$ cat src/rtl/sap_pkg.sv
// Shared types, constants and helper functions for the shelf atlas slot packer.
// No dependencies; every other file in rtl/ refers to this package by scoped names.
package sap_pkg;

  // Field widths of the words on the channels and of the configuration registers.
  localparam int unsigned SPECIES_W = 16;
  localparam int unsigned DIM_W     = 15;
  localparam int unsigned STEPS_W   = 8;
  localparam int unsigned SLOT_W_W  = DIM_W + STEPS_W;
  localparam int unsigned CFG_IDX_W = 2;
  localparam int unsigned CFG_DAT_W = 15;

  // Configuration register indexes.
  localparam logic [CFG_IDX_W-1:0] CFG_CELL_SIZE   = 2'd0;
  localparam logic [CFG_IDX_W-1:0] CFG_ANGLE_STEPS = 2'd1;
  localparam logic [CFG_IDX_W-1:0] CFG_MAX_ATLAS   = 2'd2;

  // Reset values of the configuration registers.
  localparam logic [DIM_W-1:0]    CELL_SIZE_RST   = 15'd128;
  localparam logic [STEPS_W-1:0]  ANGLE_STEPS_RST = 8'd8;
  localparam logic [DIM_W-1:0]    MAX_ATLAS_RST   = 15'd4096;
  localparam logic [SLOT_W_W-1:0] SLOT_W_RST      = 23'd1024;

  // Result status codes.
  typedef enum logic [1:0] {
    ST_PLACED  = 2'd0,
    ST_FULL    = 2'd1,
    ST_BAD_CFG = 2'd2
  } sap_status_t;

  // Round a 15-bit extent up to the next power of two; zero and one give one.
  function automatic logic [DIM_W:0] next_pow2(input logic [DIM_W-1:0] v);
    logic [DIM_W-1:0] x;
    x = v - 15'd1;
    x = x | (x >> 1);
    x = x | (x >> 2);
    x = x | (x >> 4);
    x = x | (x >> 8);
    if (v <= 15'd1) begin
      return 16'd1;
    end
    return {1'b0, x} + 16'd1;
  endfunction

endpackage

$ cat src/rtl/sap_in_if.sv
// Input channel of the slot packer: valid/ready handshake carrying one species word.
// Depends on sap_pkg for field widths.
interface sap_in_if;
  logic                          valid;
  logic                          ready;
  logic [sap_pkg::SPECIES_W-1:0] species_index;
  logic                          last_in_list;

  modport source (output valid, output species_index, output last_in_list, input ready);
  modport sink   (input valid, input species_index, input last_in_list, output ready);
endinterface

$ cat src/rtl/sap_out_if.sv
// Result channel of the slot packer: valid/ready handshake carrying one placement word.
// Depends on sap_pkg for field widths.
interface sap_out_if;
  logic                          valid;
  logic                          ready;
  logic [sap_pkg::SPECIES_W-1:0] species_echo;
  logic [1:0]                    status;
  logic [sap_pkg::DIM_W-1:0]     slot_x;
  logic [sap_pkg::DIM_W-1:0]     slot_y;
  logic [sap_pkg::DIM_W-1:0]     atlas_width;
  logic [sap_pkg::DIM_W-1:0]     atlas_height;
  logic                          last_out;

  modport source (output valid, output species_echo, output status, output slot_x,
                  output slot_y, output atlas_width, output atlas_height,
                  output last_out, input ready);
  modport sink   (input valid, input species_echo, input status, input slot_x,
                  input slot_y, input atlas_width, input atlas_height,
                  input last_out, output ready);
endinterface

$ cat src/rtl/shelf_atlas_slot_packer_unit.sv
// Top level of the shelf atlas slot packer: row-major placement of equal slots.
// Depends on sap_pkg, sap_in_if and sap_out_if.
//
//   channel  | direction | handshake           | word
//   ---------+-----------+---------------------+-------------------------------------
//   in_ch    | in        | valid/ready         | species_index, last_in_list
//   out_ch   | out       | valid/ready         | species_echo, status, slot, sizes, last
//   cfg_*    | in        | write enable only   | register index, write data
//
// Each word is placed combinationally: the cursor compares and adds, the size rounding
// and the state update sit between the input port and the result register.
// A new word is taken every cycle while the result register is empty or being drained.
// When the result side stalls, the result register holds and in_ch.ready drops.
// Reset (synchronous, rst_n low) clears the cursors, extents and the full flag, and
// loads the default configuration. The list state also clears after each last word.
module shelf_atlas_slot_packer_unit #(
  parameter int unsigned MAX_ATLAS_DIM = 16384
) (
  input  logic                            clk,
  input  logic                            rst_n,
  sap_in_if.sink                          in_ch,
  sap_out_if.source                       out_ch,
  input  logic                            cfg_we,
  input  logic [sap_pkg::CFG_IDX_W-1:0]   cfg_index,
  input  logic [sap_pkg::CFG_DAT_W-1:0]   cfg_wdata
);

  localparam int unsigned DW = sap_pkg::DIM_W;

  // Configuration registers and the slot width derived from them.
  logic [DW-1:0]                   cell_size_r;
  logic [sap_pkg::STEPS_W-1:0]     angle_steps_r;
  logic [DW-1:0]                   max_atlas_r;
  logic [sap_pkg::SLOT_W_W-1:0]    slot_w_r;
  logic [DW-1:0]                   mul_a;
  logic [sap_pkg::STEPS_W-1:0]     mul_b;
  logic [sap_pkg::SLOT_W_W-1:0]    mul_p;

  // List state.
  logic [DW-1:0] col_r, col_nxt;
  logic [DW-1:0] row_r, row_nxt;
  logic [DW-1:0] used_w_r, used_w_nxt;
  logic [DW-1:0] used_h_r, used_h_nxt;
  logic          full_r, full_nxt;

  // Result register.
  logic                          out_valid_r, out_valid_nxt;
  logic [sap_pkg::SPECIES_W-1:0] species_r;
  sap_pkg::sap_status_t          status_r, status_nxt;
  logic [DW-1:0]                 slot_x_r, slot_x_nxt;
  logic [DW-1:0]                 slot_y_r, slot_y_nxt;
  logic [DW-1:0]                 aw_r, aw_nxt;
  logic [DW-1:0]                 ah_r, ah_nxt;
  logic                          last_r;

  // Datapath temporaries.
  logic          in_fire;
  logic          bad_cfg;
  logic [DW-1:0] slot_w15;
  logic          wrap;
  logic [DW-1:0] col_a, row_a;
  logic [DW:0]   row_end;
  logic [DW:0]   col_end;
  logic          over;
  logic [DW-1:0] h_ext;
  logic [DW:0]   pw_w, pw_h;

  // The slot width product is refreshed at the same edge as the register it depends on.
  assign mul_a = (cfg_index == sap_pkg::CFG_CELL_SIZE) ? cfg_wdata : cell_size_r;
  assign mul_b = (cfg_index == sap_pkg::CFG_ANGLE_STEPS) ? cfg_wdata[sap_pkg::STEPS_W-1:0]
                                                           : angle_steps_r;
  assign mul_p = sap_pkg::SLOT_W_W'(mul_a) * sap_pkg::SLOT_W_W'(mul_b);

  always_ff @(posedge clk) begin
    if (!rst_n) begin
      cell_size_r   <= sap_pkg::CELL_SIZE_RST;
      angle_steps_r <= sap_pkg::ANGLE_STEPS_RST;
      max_atlas_r   <= sap_pkg::MAX_ATLAS_RST;
      slot_w_r      <= sap_pkg::SLOT_W_RST;
    end else if (cfg_we) begin
      unique case (cfg_index)
        sap_pkg::CFG_CELL_SIZE: begin
          cell_size_r <= cfg_wdata;
          slot_w_r    <= mul_p;
        end
        sap_pkg::CFG_ANGLE_STEPS: begin
          angle_steps_r <= cfg_wdata[sap_pkg::STEPS_W-1:0];
          slot_w_r      <= mul_p;
        end
        sap_pkg::CFG_MAX_ATLAS: begin
          max_atlas_r <= cfg_wdata;
        end
        default: begin
        end
      endcase
    end
  end

  // Handshake: the result register parts the two sides.
  assign in_ch.ready   = !out_valid_r || out_ch.ready;
  assign in_fire       = in_ch.valid && in_ch.ready;
  assign out_valid_nxt = in_fire || (out_valid_r && !out_ch.ready);

  // Configuration check.
  assign bad_cfg = (cell_size_r == '0) || (angle_steps_r == '0) || (max_atlas_r == '0) ||
                   ({17'd0, max_atlas_r} > 32'(MAX_ATLAS_DIM)) ||
                   (slot_w_r > {8'd0, max_atlas_r});
  assign slot_w15 = slot_w_r[DW-1:0];

  // Placement: wrap to the next row when the slot would pass the right edge.
  assign wrap    = ({1'b0, col_r} + {1'b0, slot_w15}) > {1'b0, max_atlas_r};
  assign col_a   = wrap ? '0 : col_r;
  assign row_a   = wrap ? DW'(row_r + cell_size_r) : row_r;
  assign row_end = {1'b0, row_a} + {1'b0, cell_size_r};
  assign over    = row_end > {1'b0, max_atlas_r};
  assign col_end = {1'b0, col_a} + {1'b0, slot_w15};

  always_comb begin
    col_nxt    = col_r;
    row_nxt    = row_r;
    used_w_nxt = used_w_r;
    used_h_nxt = used_h_r;
    full_nxt   = full_r;
    slot_x_nxt = '0;
    slot_y_nxt = '0;
    if (!full_r) begin
      col_nxt = col_a;
      row_nxt = row_a;
      if (over) begin
        full_nxt = 1'b1;
      end else begin
        slot_x_nxt = col_a;
        slot_y_nxt = row_a;
        col_nxt    = col_end[DW-1:0];
        if (col_end[DW-1:0] > used_w_r) begin
          used_w_nxt = col_end[DW-1:0];
        end
        if (row_end > {1'b0, used_h_r}) begin
          used_h_nxt = row_end[DW-1:0];
        end
      end
    end
  end

  // Running atlas size: extents rounded up to a power of two, capped at the maximum.
  assign h_ext = (used_h_nxt > cell_size_r) ? used_h_nxt : cell_size_r;
  assign pw_w  = sap_pkg::next_pow2(used_w_nxt);
  assign pw_h  = sap_pkg::next_pow2(h_ext);

  always_comb begin
    if (bad_cfg) begin
      status_nxt = sap_pkg::ST_BAD_CFG;
      aw_nxt     = '0;
      ah_nxt     = '0;
    end else begin
      status_nxt = full_nxt ? sap_pkg::ST_FULL : sap_pkg::ST_PLACED;
      aw_nxt     = (pw_w < {1'b0, max_atlas_r}) ? pw_w[DW-1:0] : max_atlas_r;
      ah_nxt     = (pw_h < {1'b0, max_atlas_r}) ? pw_h[DW-1:0] : max_atlas_r;
    end
  end

  // Control state: list state and result valid.
  always_ff @(posedge clk) begin
    if (!rst_n) begin
      col_r       <= '0;
      row_r       <= '0;
      used_w_r    <= '0;
      used_h_r    <= '0;
      full_r      <= 1'b0;
      out_valid_r <= 1'b0;
    end else begin
      out_valid_r <= out_valid_nxt;
      if (in_fire) begin
        if (in_ch.last_in_list) begin
          col_r    <= '0;
          row_r    <= '0;
          used_w_r <= '0;
          used_h_r <= '0;
          full_r   <= 1'b0;
        end else if (!bad_cfg) begin
          col_r    <= col_nxt;
          row_r    <= row_nxt;
          used_w_r <= used_w_nxt;
          used_h_r <= used_h_nxt;
          full_r   <= full_nxt;
        end
      end
    end
  end

  // Result payload register.
  always_ff @(posedge clk) begin
    if (in_fire) begin
      species_r <= in_ch.species_index;
      status_r  <= status_nxt;
      slot_x_r  <= bad_cfg ? '0 : slot_x_nxt;
      slot_y_r  <= bad_cfg ? '0 : slot_y_nxt;
      aw_r      <= aw_nxt;
      ah_r      <= ah_nxt;
      last_r    <= in_ch.last_in_list;
    end
  end

  assign out_ch.valid        = out_valid_r;
  assign out_ch.species_echo = species_r;
  assign out_ch.status       = status_r;
  assign out_ch.slot_x       = slot_x_r;
  assign out_ch.slot_y       = slot_y_r;
  assign out_ch.atlas_width  = aw_r;
  assign out_ch.atlas_height = ah_r;
  assign out_ch.last_out     = last_r;

endmodule

$ cat src/flat_wrapper.sv
// flat-port wrapper written by rule: the top's interface ports become plain ports
module shelf_atlas_slot_packer_unit_flat 
#(
  parameter int unsigned MAX_ATLAS_DIM = 16384
)
  (clk, rst_n, cfg_we, cfg_index, cfg_wdata, in_ch_valid, in_ch_species_index, in_ch_last_in_list, in_ch_ready, out_ch_valid, out_ch_species_echo, out_ch_status, out_ch_slot_x, out_ch_slot_y, out_ch_atlas_width, out_ch_atlas_height, out_ch_last_out, out_ch_ready);
  sap_in_if in_ch_i ();
  sap_out_if out_ch_i ();
  input  logic clk;
  input  logic rst_n;
  input  logic cfg_we;
  input  logic [sap_pkg::CFG_IDX_W-1:0] cfg_index;
  input  logic [sap_pkg::CFG_DAT_W-1:0] cfg_wdata;
  input wire logic [$bits(in_ch_i.valid)-1:0] in_ch_valid;
  input wire logic [$bits(in_ch_i.species_index)-1:0] in_ch_species_index;
  input wire logic [$bits(in_ch_i.last_in_list)-1:0] in_ch_last_in_list;
  output wire logic [$bits(in_ch_i.ready)-1:0] in_ch_ready;
  output wire logic [$bits(out_ch_i.valid)-1:0] out_ch_valid;
  output wire logic [$bits(out_ch_i.species_echo)-1:0] out_ch_species_echo;
  output wire logic [$bits(out_ch_i.status)-1:0] out_ch_status;
  output wire logic [$bits(out_ch_i.slot_x)-1:0] out_ch_slot_x;
  output wire logic [$bits(out_ch_i.slot_y)-1:0] out_ch_slot_y;
  output wire logic [$bits(out_ch_i.atlas_width)-1:0] out_ch_atlas_width;
  output wire logic [$bits(out_ch_i.atlas_height)-1:0] out_ch_atlas_height;
  output wire logic [$bits(out_ch_i.last_out)-1:0] out_ch_last_out;
  input wire logic [$bits(out_ch_i.ready)-1:0] out_ch_ready;
  assign in_ch_i.valid = in_ch_valid;
  assign in_ch_i.species_index = in_ch_species_index;
  assign in_ch_i.last_in_list = in_ch_last_in_list;
  assign in_ch_ready = in_ch_i.ready;
  assign out_ch_valid = out_ch_i.valid;
  assign out_ch_species_echo = out_ch_i.species_echo;
  assign out_ch_status = out_ch_i.status;
  assign out_ch_slot_x = out_ch_i.slot_x;
  assign out_ch_slot_y = out_ch_i.slot_y;
  assign out_ch_atlas_width = out_ch_i.atlas_width;
  assign out_ch_atlas_height = out_ch_i.atlas_height;
  assign out_ch_last_out = out_ch_i.last_out;
  assign out_ch_i.ready = out_ch_ready;
  shelf_atlas_slot_packer_unit #(.MAX_ATLAS_DIM(MAX_ATLAS_DIM)) u_core (.clk(clk), .rst_n(rst_n), .in_ch(in_ch_i), .out_ch(out_ch_i), .cfg_we(cfg_we), .cfg_index(cfg_index), .cfg_wdata(cfg_wdata));
endmodule
$ cat config.mk
export PLATFORM = sky130hd
export DESIGN_NAME = shelf_atlas_slot_packer_unit_flat
export DESIGN_NICKNAME = d
export VERILOG_FILES = /design/src/rtl/sap_pkg.sv /design/src/rtl/sap_in_if.sv /design/src/rtl/sap_out_if.sv /design/src/rtl/shelf_atlas_slot_packer_unit.sv /design/src/flat_wrapper.sv
export SDC_FILE = /design/constraint.sdc
export NUM_CORES = 1
export LEC_CHECK = 0
export ABC_AREA = 1
export CAP_MARGIN = 20
export CORE_MARGIN = 5
export CORE_UTILIZATION = 45
export CTS_BUF_LIST = sky130_fd_sc_hd__clkbuf_16
export CTS_CLUSTER_DIAMETER = 30
export DETAILED_ROUTE_END_ITERATION = 6
export DONT_BUFFER_PORTS = 1
export MAX_ROUTING_LAYER = met4
export PLACE_DENSITY = 0.69
export SYNTH_ARGS = -nofsm -noshare
export SYNTH_HDL_FRONTEND = slang
export SYNTH_SLANG_ARGS = --single-unit
$ cat constraint.sdc
create_clock -name clk -period 28.8 [get_ports clk]
set_input_delay 1.44 -clock clk [delete_from_list [all_inputs] [get_ports clk]]
set_output_delay 1.44 -clock clk [all_outputs]
set_load 0.005 [all_outputs]
==> flow_metrics.env, run 1 <==
export IMPL_cp_common_cell="nand2_1"
export IMPL_crit_family="simple AND/OR/NAND/NOR gates"
export IMPL_synth_seq_cells=202
export IMPL_dr_pass1_iters=5
export IMPL_final_common_cell="nand2_1"
export IMPL_synth_top_area_frac=0.1450
export IMPL_status="finished clean"
export IMPL_viasPerCell=5.357
export IMPL_grt_pass1_vias=17400
export IMPL_final_util=0.5137
export IMPL_yosysSeqAreaShare=0.2479
export IMPL_rr_worst_depth=82
export IMPL_period_share=0.5440
export IMPL_clock_sinks=202
export IMPL_synth_edff_count=79
export IMPL_ioPinCount=120
export IMPL_nets=3072
export IMPL_tightestPinTransition_ps=1049
export IMPL_multiInputGateArea_mm2=0.01257
export IMPL_max_stage_delay_ps=770
export IMPL_post_synth_num_cell_types=54
export IMPL_drive_above_1_share=0.07859
export IMPL_critPathKind="reg -> reg"
export IMPL_grt_overflow=0
export IMPL_die_h_um=218.2
export IMPL_start_util=0.4538
export IMPL_grtUsageTotal=0.2527
export IMPL_fmax_ghz=0.06382
export IMPL_rrSetupSlack_ps=13130
export IMPL_final_cell_mix="nand2_1 (625), inv_1 (451), nor2_1 (245)"
export IMPL_vias=18000
export IMPL_critPathSlowestCell="a21oi_2"
export IMPL_cts_setup_buffers=0
export IMPL_syn_inst=2728
export IMPL_tns_ps=0
export IMPL_cts_tree="done"
export IMPL_clk_root_buffer_cell="clkbuf_16"
export IMPL_worstPathRequired_ps=29160
export IMPL_drtAntennaViolNets=0
export IMPL_syn_cell_area_mm2=0.01951
export IMPL_place_hpwl_um=45700
export IMPL_synth_net_count=3075
export IMPL_grt_max_degree=80
export IMPL_syn_avg_cell_area_um2=7.150
export IMPL_place_gp_congestion=0.9958
export IMPL_synthTopCellsByArea="ha_1 (14%), dfxtp_1 (13%), edfxtp_1 (12%)"
export IMPL_min_from="u_core.used_w_r[12]"
export IMPL_rsz0062_at_grt="no"
export IMPL_cp_startpoint="u_core.slot_w_r[0]"
export IMPL_cp_arrival_ps=16030
export IMPL_yosys_area_top_type="ha_1"
export IMPL_drc=0
export IMPL_async_flop_share=0
export IMPL_hold_ws_ps=471.0
export IMPL_register_area_mm2=0.004835
export IMPL_r2r_end="u_core.out_ch.atlas_height[3]"
export IMPL_maxCapViolCount=0
export IMPL_antenna_found_initial=0
export IMPL_hp_class="reg -> reg"
export IMPL_synthFlopType="dfxtp_1"
export IMPL_min_period_ps=15670
export IMPL_drt_wirelength_per_cell_um=17.60
export IMPL_hold_end="u_core.used_w_r[12]"
export IMPL_fp_coreArea_mm2=0.04298
export IMPL_drt_iter0_drc=1318
export IMPL_yosysWarnings=0
export IMPL_nFillCells=4246
export IMPL_totalWireLength_um=59130
export IMPL_crit_buf_inv=12
export IMPL_slew_headroom=0.2935
export IMPL_hold_viol=0
export IMPL_r2r_start="u_core.slot_w_r[0]"
export IMPL_clockBufferDepth=3
export IMPL_n_antenna_cell=0
export IMPL_die_area_mm2=0.04761
export IMPL_hold_depth=2
export IMPL_cp_end_kind="flip-flop"
export IMPL_clk_latency_ps=620
export IMPL_startpoint_type="flip-flop"
export IMPL_cts_max_level=2
export IMPL_die_w_um=218.2
export IMPL_rows=76
export IMPL_worstPathMaxFanout=27
export IMPL_cts_made_buffers=57
export IMPL_timing_final_max_slew_violations=0
export IMPL_cts_resized_gates=0
export IMPL_finClkSkew_ps=32.83
export IMPL_holdBufCountCts=0
export IMPL_grt_pass1_wl_um=93340
export IMPL_path_clk_slew_ps=50
export IMPL_setup_viol=0
export IMPL_port_buffers=0
export IMPL_area_growth_pct=13.18
[synthesized netlist by cell type, types with 16 or more instances]
| master | n |
|---|---|
| ha_1 | 226 |
| nor3_1 | 38 |
| nand4_1 | 27 |
| fa_1 | 82 |
| inv_1 | 448 |
| edfxtp_1 | 79 |
| clkbuf_1 | 62 |
| nand2_2 | 21 |
| dfxtp_1 | 123 |
| a21oi_1 | 242 |
| o21ai_0 | 141 |
| nand3_1 | 100 |
| nor2_1 | 247 |
| xor2_1 | 55 |
| inv_2 | 16 |
| nand2_1 | 625 |
[flip-flops by register name, indices dropped and copies added, names as in the netlist]
signal / flops
u_core.out_ch.slot_y: 15
u_core.max_atlas_r: 15
u_core.angle_steps_r: 8
u_core.row_r: 15
u_core.slot_w_r: 23
u_core.cell_size_r: 15
u_core.out_ch.valid: 1
u_core.out_ch.atlas_height: 15
u_core.out_ch.slot_x: 15
u_core.used_w_r: 15
u_core.out_ch.status: 2
u_core.out_ch.atlas_width: 15
u_core.used_h_r: 15
u_core.full_r: 1
u_core.out_ch.last_out: 1
u_core.out_ch.species_echo: 16
u_core.col_r: 15
[layer usage]
| metal | track usage | routed length, um | vias to the layer above | part of all wire |
|---|---|---|---|---|
| met4 | 0.08981 | 2181 | 0 | 0.037 |
| li1 | - | - | 8804 | - |
| met3 | 0.05430 | 4523 | 146 | 0.076 |
| met5 | - | 0 | - | 0 |
| met2 | 0.4102 | 27470 | 627 | 0.46 |
| met1 | 0.3132 | 24950 | 8418 | 0.42 |
[stage by stage]
stage | instances | setup WS, ps | area, um^2
global route | 3359 | 11480 | 22080
detailed placement | 3249 | 13450 | 20020
global placement | 3248 | 14020 | 20000
floorplan | 2728 | 16950 | 19510
finish | 3359 | 13130 | 22080
CTS | 3357 | 13380 | 22050
[tightest hold or removal path, cell delays in order, from the launching register on]
cell and delay, ps:
dfxtp_1 300, nand2_1 60, a21oi_1 60
[cells by family (layout without fill, tap and decap cells)]
logic type,after synthesis,in the layout,share of synthesized area
compound gates,476,476,0.1332
simple gates,1129,1129,0.2518
buf+inv,546,592,0.1079
fa+ha+maj,308,308,0.2291
xor+xnor,67,67,0.03008
flops,202,202,0.2479
[worst max-delay path by stage]
stage,endpoint,slack (ps),cells after the start
final,u_core.out_ch.atlas_height[3],13130,82
after global routing,u_core.out_ch.atlas_height[10],11480,83
after CTS,u_core.out_ch.atlas_height[8],13380,83
after detailed placement,u_core.out_ch.atlas_height[3],13450,83
after global placement,u_core.out_ch.atlas_height[11],14020,85
after floorplan,u_core.out_ch.atlas_height[12],16950,87
[final cells by class]
cell class	count	share of cell area
multi-input combinational	1980	0.5695
clock buffer	57	0.06461
timing repair buffer	16	0.006971
inverter	468	0.07968
sequential	202	0.2190
clock inverter	51	0.02715
tap	585	0.03315
Power of run 1 is left out: the tool's default activity adds up to more than one toggle a clock period on the data nets, which glitch-free logic cannot reach.
==> run 2, diff against run 1 <==
PLACE_DENSITY = 0.71   (was 0.69)
clock period = 13.34 ns   (was 28.8 ns; I/O delays follow)
==> run 2 against run 1 <==
Via count is 1.7% higher. Sequential cell count stayed put. Non-clock buffer count is 34 higher. Fmax is 25% higher. Critical endpoint is now u_core.out_ch.atlas_height[7]. Global-route usage is 0.59 points lower. Cell area is 2.8% higher. Final cell count is 1.2% higher. Hold slack worse by 330 ps. Setup slack worse by 12000 ps. Routed wire length hardly changed. Sequential share of layout area is 0.59 points lower.
==> flow_metrics.env, run 2 (same netlist as run 1, synthesis figures left out) <==
export IMPL_status="finished clean"
export IMPL_dr_pass1_iters=5
export IMPL_register_area_mm2=0.004835
export IMPL_min_period_ps=12560
export IMPL_die_h_um=218.2
export IMPL_rows=76
export IMPL_antenna_found_initial=0
export IMPL_worstPathRequired_ps=13710
export IMPL_slew_headroom=0.2972
export IMPL_clock_sinks=202
export IMPL_clockBufferDepth=3
export IMPL_final_common_cell="nand2_1"
export IMPL_drt_iter0_drc=1308
export IMPL_cts_tree="done"
export IMPL_drive_above_1_share=0.09805
export IMPL_drt_wirelength_per_cell_um=17.40
export IMPL_cp_common_cell="nand2_1"
export IMPL_drtAntennaViolNets=0
export IMPL_cts_max_level=2
export IMPL_cp_end_kind="flip-flop"
export IMPL_grt_overflow=0
export IMPL_regMostFlops="u_core.slot_w_r"
export IMPL_clk_root_buffer_cell="clkbuf_16"
export IMPL_vias=18300
export IMPL_die_w_um=218.2
export IMPL_holdBufCountCts=0
export IMPL_grt_pass1_wl_um=91950
export IMPL_drc=0
export IMPL_fmax_ghz=0.07960
export IMPL_path_clk_slew_ps=40
export IMPL_cts_made_buffers=60
export IMPL_nets=3110
export IMPL_setup_viol=0
export IMPL_totalWireLength_um=59170
export IMPL_ioPinCount=120
export IMPL_grt_pass1_vias=17750
export IMPL_fp_coreArea_mm2=0.04298
export IMPL_multiInputGateArea_mm2=0.01272
export IMPL_area_growth_pct=16.33
export IMPL_n_antenna_cell=0
export IMPL_timing_final_max_slew_violations=0
export IMPL_critPathSlowestCell="fa_1"
export IMPL_port_buffers=0
export IMPL_place_hpwl_um=45000
export IMPL_final_cell_mix="nand2_1 (617), inv_1 (452), nor2_1 (245)"
export IMPL_largest_reg_flops=23
export IMPL_grtUsageTotal=0.2469
export IMPL_cp_arrival_ps=12940
export IMPL_start_util=0.4538
export IMPL_startpoint_type="flip-flop"
export IMPL_hold_viol=0
export IMPL_grt_max_degree=80
export IMPL_maxCapViolCount=0
export IMPL_die_area_mm2=0.04761
export IMPL_finClkSkew_ps=39.64
export IMPL_tns_ps=0
export IMPL_hp_class="in -> reg"
export IMPL_worstPathMaxFanout=9
export IMPL_tightestPinTransition_ps=1054
export IMPL_place_gp_congestion=0.9519
export IMPL_nFillCells=4109
export IMPL_viasPerCell=5.381
export IMPL_max_stage_delay_ps=490
export IMPL_critPathKind="reg -> reg"
export IMPL_period_share=0.9417
export IMPL_clk_latency_ps=620
## run 2: cell types whose count changed in the layout (fill, tap and decap cells not counted), moves of 7 or more
cell        change
nand2_1         -8
o21ai_0         -8
nand2_2         +7
inv_6          -11
buf_4          +28
clkinv_1        +9
clkinvlp_4      +9
## run 2: worst max-delay path, delay by kind of cell (launching register included)
family,cells,cell delay (ps)
compound gates,13,1770
xor+xnor,3,550
fa+ha+maj,8,2460
buf+inv,18,2120
flops,1,350
simple gates,46,5050
## run 2: area by class of cell
cell class	count	share of cell area
Clock buffer	60	0.06617
Clock inverter	54	0.02906
Inverter	468	0.07769
Multi-Input combinational cell	1981	0.5607
Sequential cell	202	0.2131
Tap cell	585	0.03226
Timing Repair Buffer	50	0.02106
## run 2: stage by stage
step           hold WS, ps    util  instance area (um^2)  worst slack, ps  instances
2_1_floorplan        442.6       -                 19510             1487       2728
3_3_place_gp         456.0  0.4670                 20070            437.5       3258
3_5_place_dp         461.1  0.4674                 20090            94.88       3259
4_1_cts              104.4  0.5178                 22250            166.1       3373
5_1_grt              112.8  0.5279                 22690           -249.6       3400
6_report             136.6  0.5279                 22690            777.4       3400
## run 2: timing repair
action | CTS | global route
pin swaps | 0 | 15
resized for setup | 1 | 49
setup buffers | 0 | 23
setup endpoints to repair | 6 | 30
gates cloned | 0 | 2
## run 2: layer usage
metal	part of all wire	wire, um	vias to the layer above	track usage
met2	0.47	27590	687	0.4003
met4	0.035	2056	0	0.08667
li1	-	-	8887	-
met3	0.082	4839	149	0.05195
met5	0	0	-	-
met1	0.42	24680	8573	0.3074
## run 2: path summary, 6_finish.rpt
| path | start | end | slack (ps) | cells past startpoint |
|---|---|---|---|---|
| worst min register to register | u_core.used_w_r[11] | u_core.used_w_r[11] | 470 | 2 |
| worst max-delay path | u_core.slot_w_r[0] | u_core.out_ch.atlas_height[7] | 780 | 88 |
| worst min-delay path | in_ch_species_index[12] | u_core.out_ch.species_echo[12] | 140 | 0 |
| worst max register to register | u_core.slot_w_r[0] | u_core.out_ch.atlas_height[7] | 780 | 88 |
Power of run 2 is left out for the same reason.
==> run 3, diff against run 2 <==
PLACE_DENSITY = 0.69   (was 0.71)
clock period = 15 ns   (was 13.34 ns; I/O delays follow)
==> run 3 against run 2 <==
Non-clock buffer count down 26. Core utilization is 1.8 points lower. Hold slack gained 100 ps. Via count shrank 0.66%. Fmax fell by 9.7%. Setup slack gained 310 ps. Die area unchanged. First-iteration DRC count is 7.7% higher. Register-to-register slack better by 310 ps. Routed wire length fell by 0.44%.
==> flow_metrics.env, run 3 (same netlist as run 1, synthesis figures left out) <==
export IMPL_status="finished clean"
export IMPL_nFillCells=4166
export IMPL_finClkSkew_ps=36.50
export IMPL_setup_viol=0
export IMPL_cts_made_buffers=53
export IMPL_max_stage_delay_ps=660
export IMPL_die_h_um=218.2
export IMPL_timing_final_max_slew_violations=0
export IMPL_clock_sinks=202
export IMPL_cp_arrival_ps=14240
export IMPL_final_common_cell="nand2_1"
export IMPL_clockBufferDepth=3
export IMPL_antenna_found_initial=0
export IMPL_port_buffers=0
export IMPL_worstPathRequired_ps=15320
export IMPL_grt_overflow=0
export IMPL_drt_iter0_drc=1409
export IMPL_hp_class="in -> reg"
export IMPL_hold_depth=0
export IMPL_largest_reg_flops=23
export IMPL_hold_end="u_core.out_ch.species_echo[4]"
export IMPL_die_area_mm2=0.04761
export IMPL_startpoint_type="flip-flop"
export IMPL_grt_pass1_vias=17560
export IMPL_rrSetupSlack_ps=1090
export IMPL_critPathSlowestCell="o21ai_0"
export IMPL_r2r_start="u_core.slot_w_r[1]"
export IMPL_rsz0062_at_grt="no"
export IMPL_worstPathMaxFanout=36
export IMPL_drive_above_1_share=0.07676
export IMPL_maxCapViolCount=0
export IMPL_fp_coreArea_mm2=0.04298
export IMPL_min_from="in_ch_species_index[4]"
export IMPL_r2r_end="u_core.out_ch.atlas_height[6]"
export IMPL_cp_common_cell="nand2_1"
export IMPL_period_share=0.9276
export IMPL_grt_max_degree=99
export IMPL_path_clk_slew_ps=50
export IMPL_drt_wirelength_per_cell_um=17.53
export IMPL_tns_ps=0
export IMPL_min_period_ps=13910
export IMPL_die_w_um=218.2
export IMPL_regMostFlops="u_core.slot_w_r"
export IMPL_drc=0
export IMPL_tightestPinTransition_ps=1073
export IMPL_critPathKind="reg -> reg"
export IMPL_cts_max_level=2
export IMPL_drtAntennaViolNets=0
export IMPL_place_gp_congestion=0.9724
export IMPL_viasPerCell=5.409
export IMPL_start_util=0.4538
export IMPL_area_growth_pct=12.34
export IMPL_clk_latency_ps=600
export IMPL_cts_tree="done"
export IMPL_grtUsageTotal=0.2483
export IMPL_clk_root_buffer_cell="clkbuf_16"
export IMPL_rows=76
export IMPL_dr_pass1_iters=6
export IMPL_ioPinCount=120
export IMPL_vias=18180
export IMPL_hold_viol=0
export IMPL_final_cell_mix="nand2_1 (624), inv_1 (454), nor2_1 (245)"
export IMPL_fmax_ghz=0.07187
export IMPL_nets=3078
export IMPL_rr_worst_depth=81
export IMPL_slew_headroom=0.2836
export IMPL_n_antenna_cell=0
export IMPL_place_hpwl_um=45670
export IMPL_grt_pass1_wl_um=92140
export IMPL_cp_end_kind="flip-flop"
export IMPL_totalWireLength_um=58910
## run 3: changes by cell type in the layout (fill, tap and decap cells not counted), moves of 5 or more
cell / delta
buf_4: -19
clkbuf_16: -9
inv_6: +9
nand2_1: +7
o21ai_0: +7
bufinv_16: -6
nand2_2: -6
xor2_1: +5
xor2_2: -5
## run 3: cell type report
cell class,instances,area [um^2],area share
Clock buffer,53,1326,0.06053
Clock inverter,46,456.7,0.02084
Inverter,468,1767,0.08063
Multi-Input combinational cell,1980,12580,0.5741
Sequential cell,202,4835,0.2206
Tap cell,585,732.0,0.03340
Timing Repair Buffer,24,203.9,0.009307
Timing Repair inverter,2,12.51,0.0005710
## run 3: how the worst max path moves through the flow
stage | start | slack, ps | depth (start not counted) | endpoint
6_report | u_core.slot_w_r[1] | 1090 | 81 | u_core.out_ch.atlas_height[6]
5_1_grt | u_core.slot_w_r[1] | 1 | 88 | u_core.out_ch.atlas_height[4]
4_1_cts | u_core.slot_w_r[1] | 500 | 84 | u_core.out_ch.atlas_height[6]
3_5_place_dp | u_core.slot_w_r[1] | 600 | 84 | u_core.out_ch.atlas_height[6]
3_3_place_gp | u_core.slot_w_r[0] | 1110 | 85 | u_core.out_ch.atlas_height[10]
2_1_floorplan | u_core.col_r[0] | 3150 | 87 | u_core.out_ch.atlas_height[12]
## run 3: critical path: cells and delay by family, from the launching register on
family / cells / cell delay [ps]
xor+xnor: 3 / 610
simple gates: 39 / 4740
flops: 1 / 460
compound gates: 17 / 3100
buf+inv: 14 / 2250
fa+ha+maj: 8 / 2440
## run 3: what timing repair did
action                                  CTS  global route
hold buffers                              0             0
endpoints found under the setup margin    0            15
setup buffers                             0             4
gates resized for setup                   0             7
## run 3: through the flow
stage	setup WS, ps	area [um^2]	std cells	hold WS (ps)	util
CTS	498.3	21820	3353	207.9	0.5077
global route	1.180	21910	3360	212.6	0.5098
global placement	1109	20040	3254	453.6	0.4663
finish	1087	21910	3360	238.6	0.5098
floorplan	3147	19510	2728	442.6	-
detailed placement	597.7	20040	3254	466.5	0.4663
## run 3: layer usage
metal,vias to the layer above,GRT usage,share of wire
li1,8818,-,-
met1,8581,0.3098,0.43
met2,610,0.3990,0.46
met3,166,0.04710,0.072
met4,0,0.1007,0.044
met5,-,-,0
Power of run 3 is left out for the same reason.
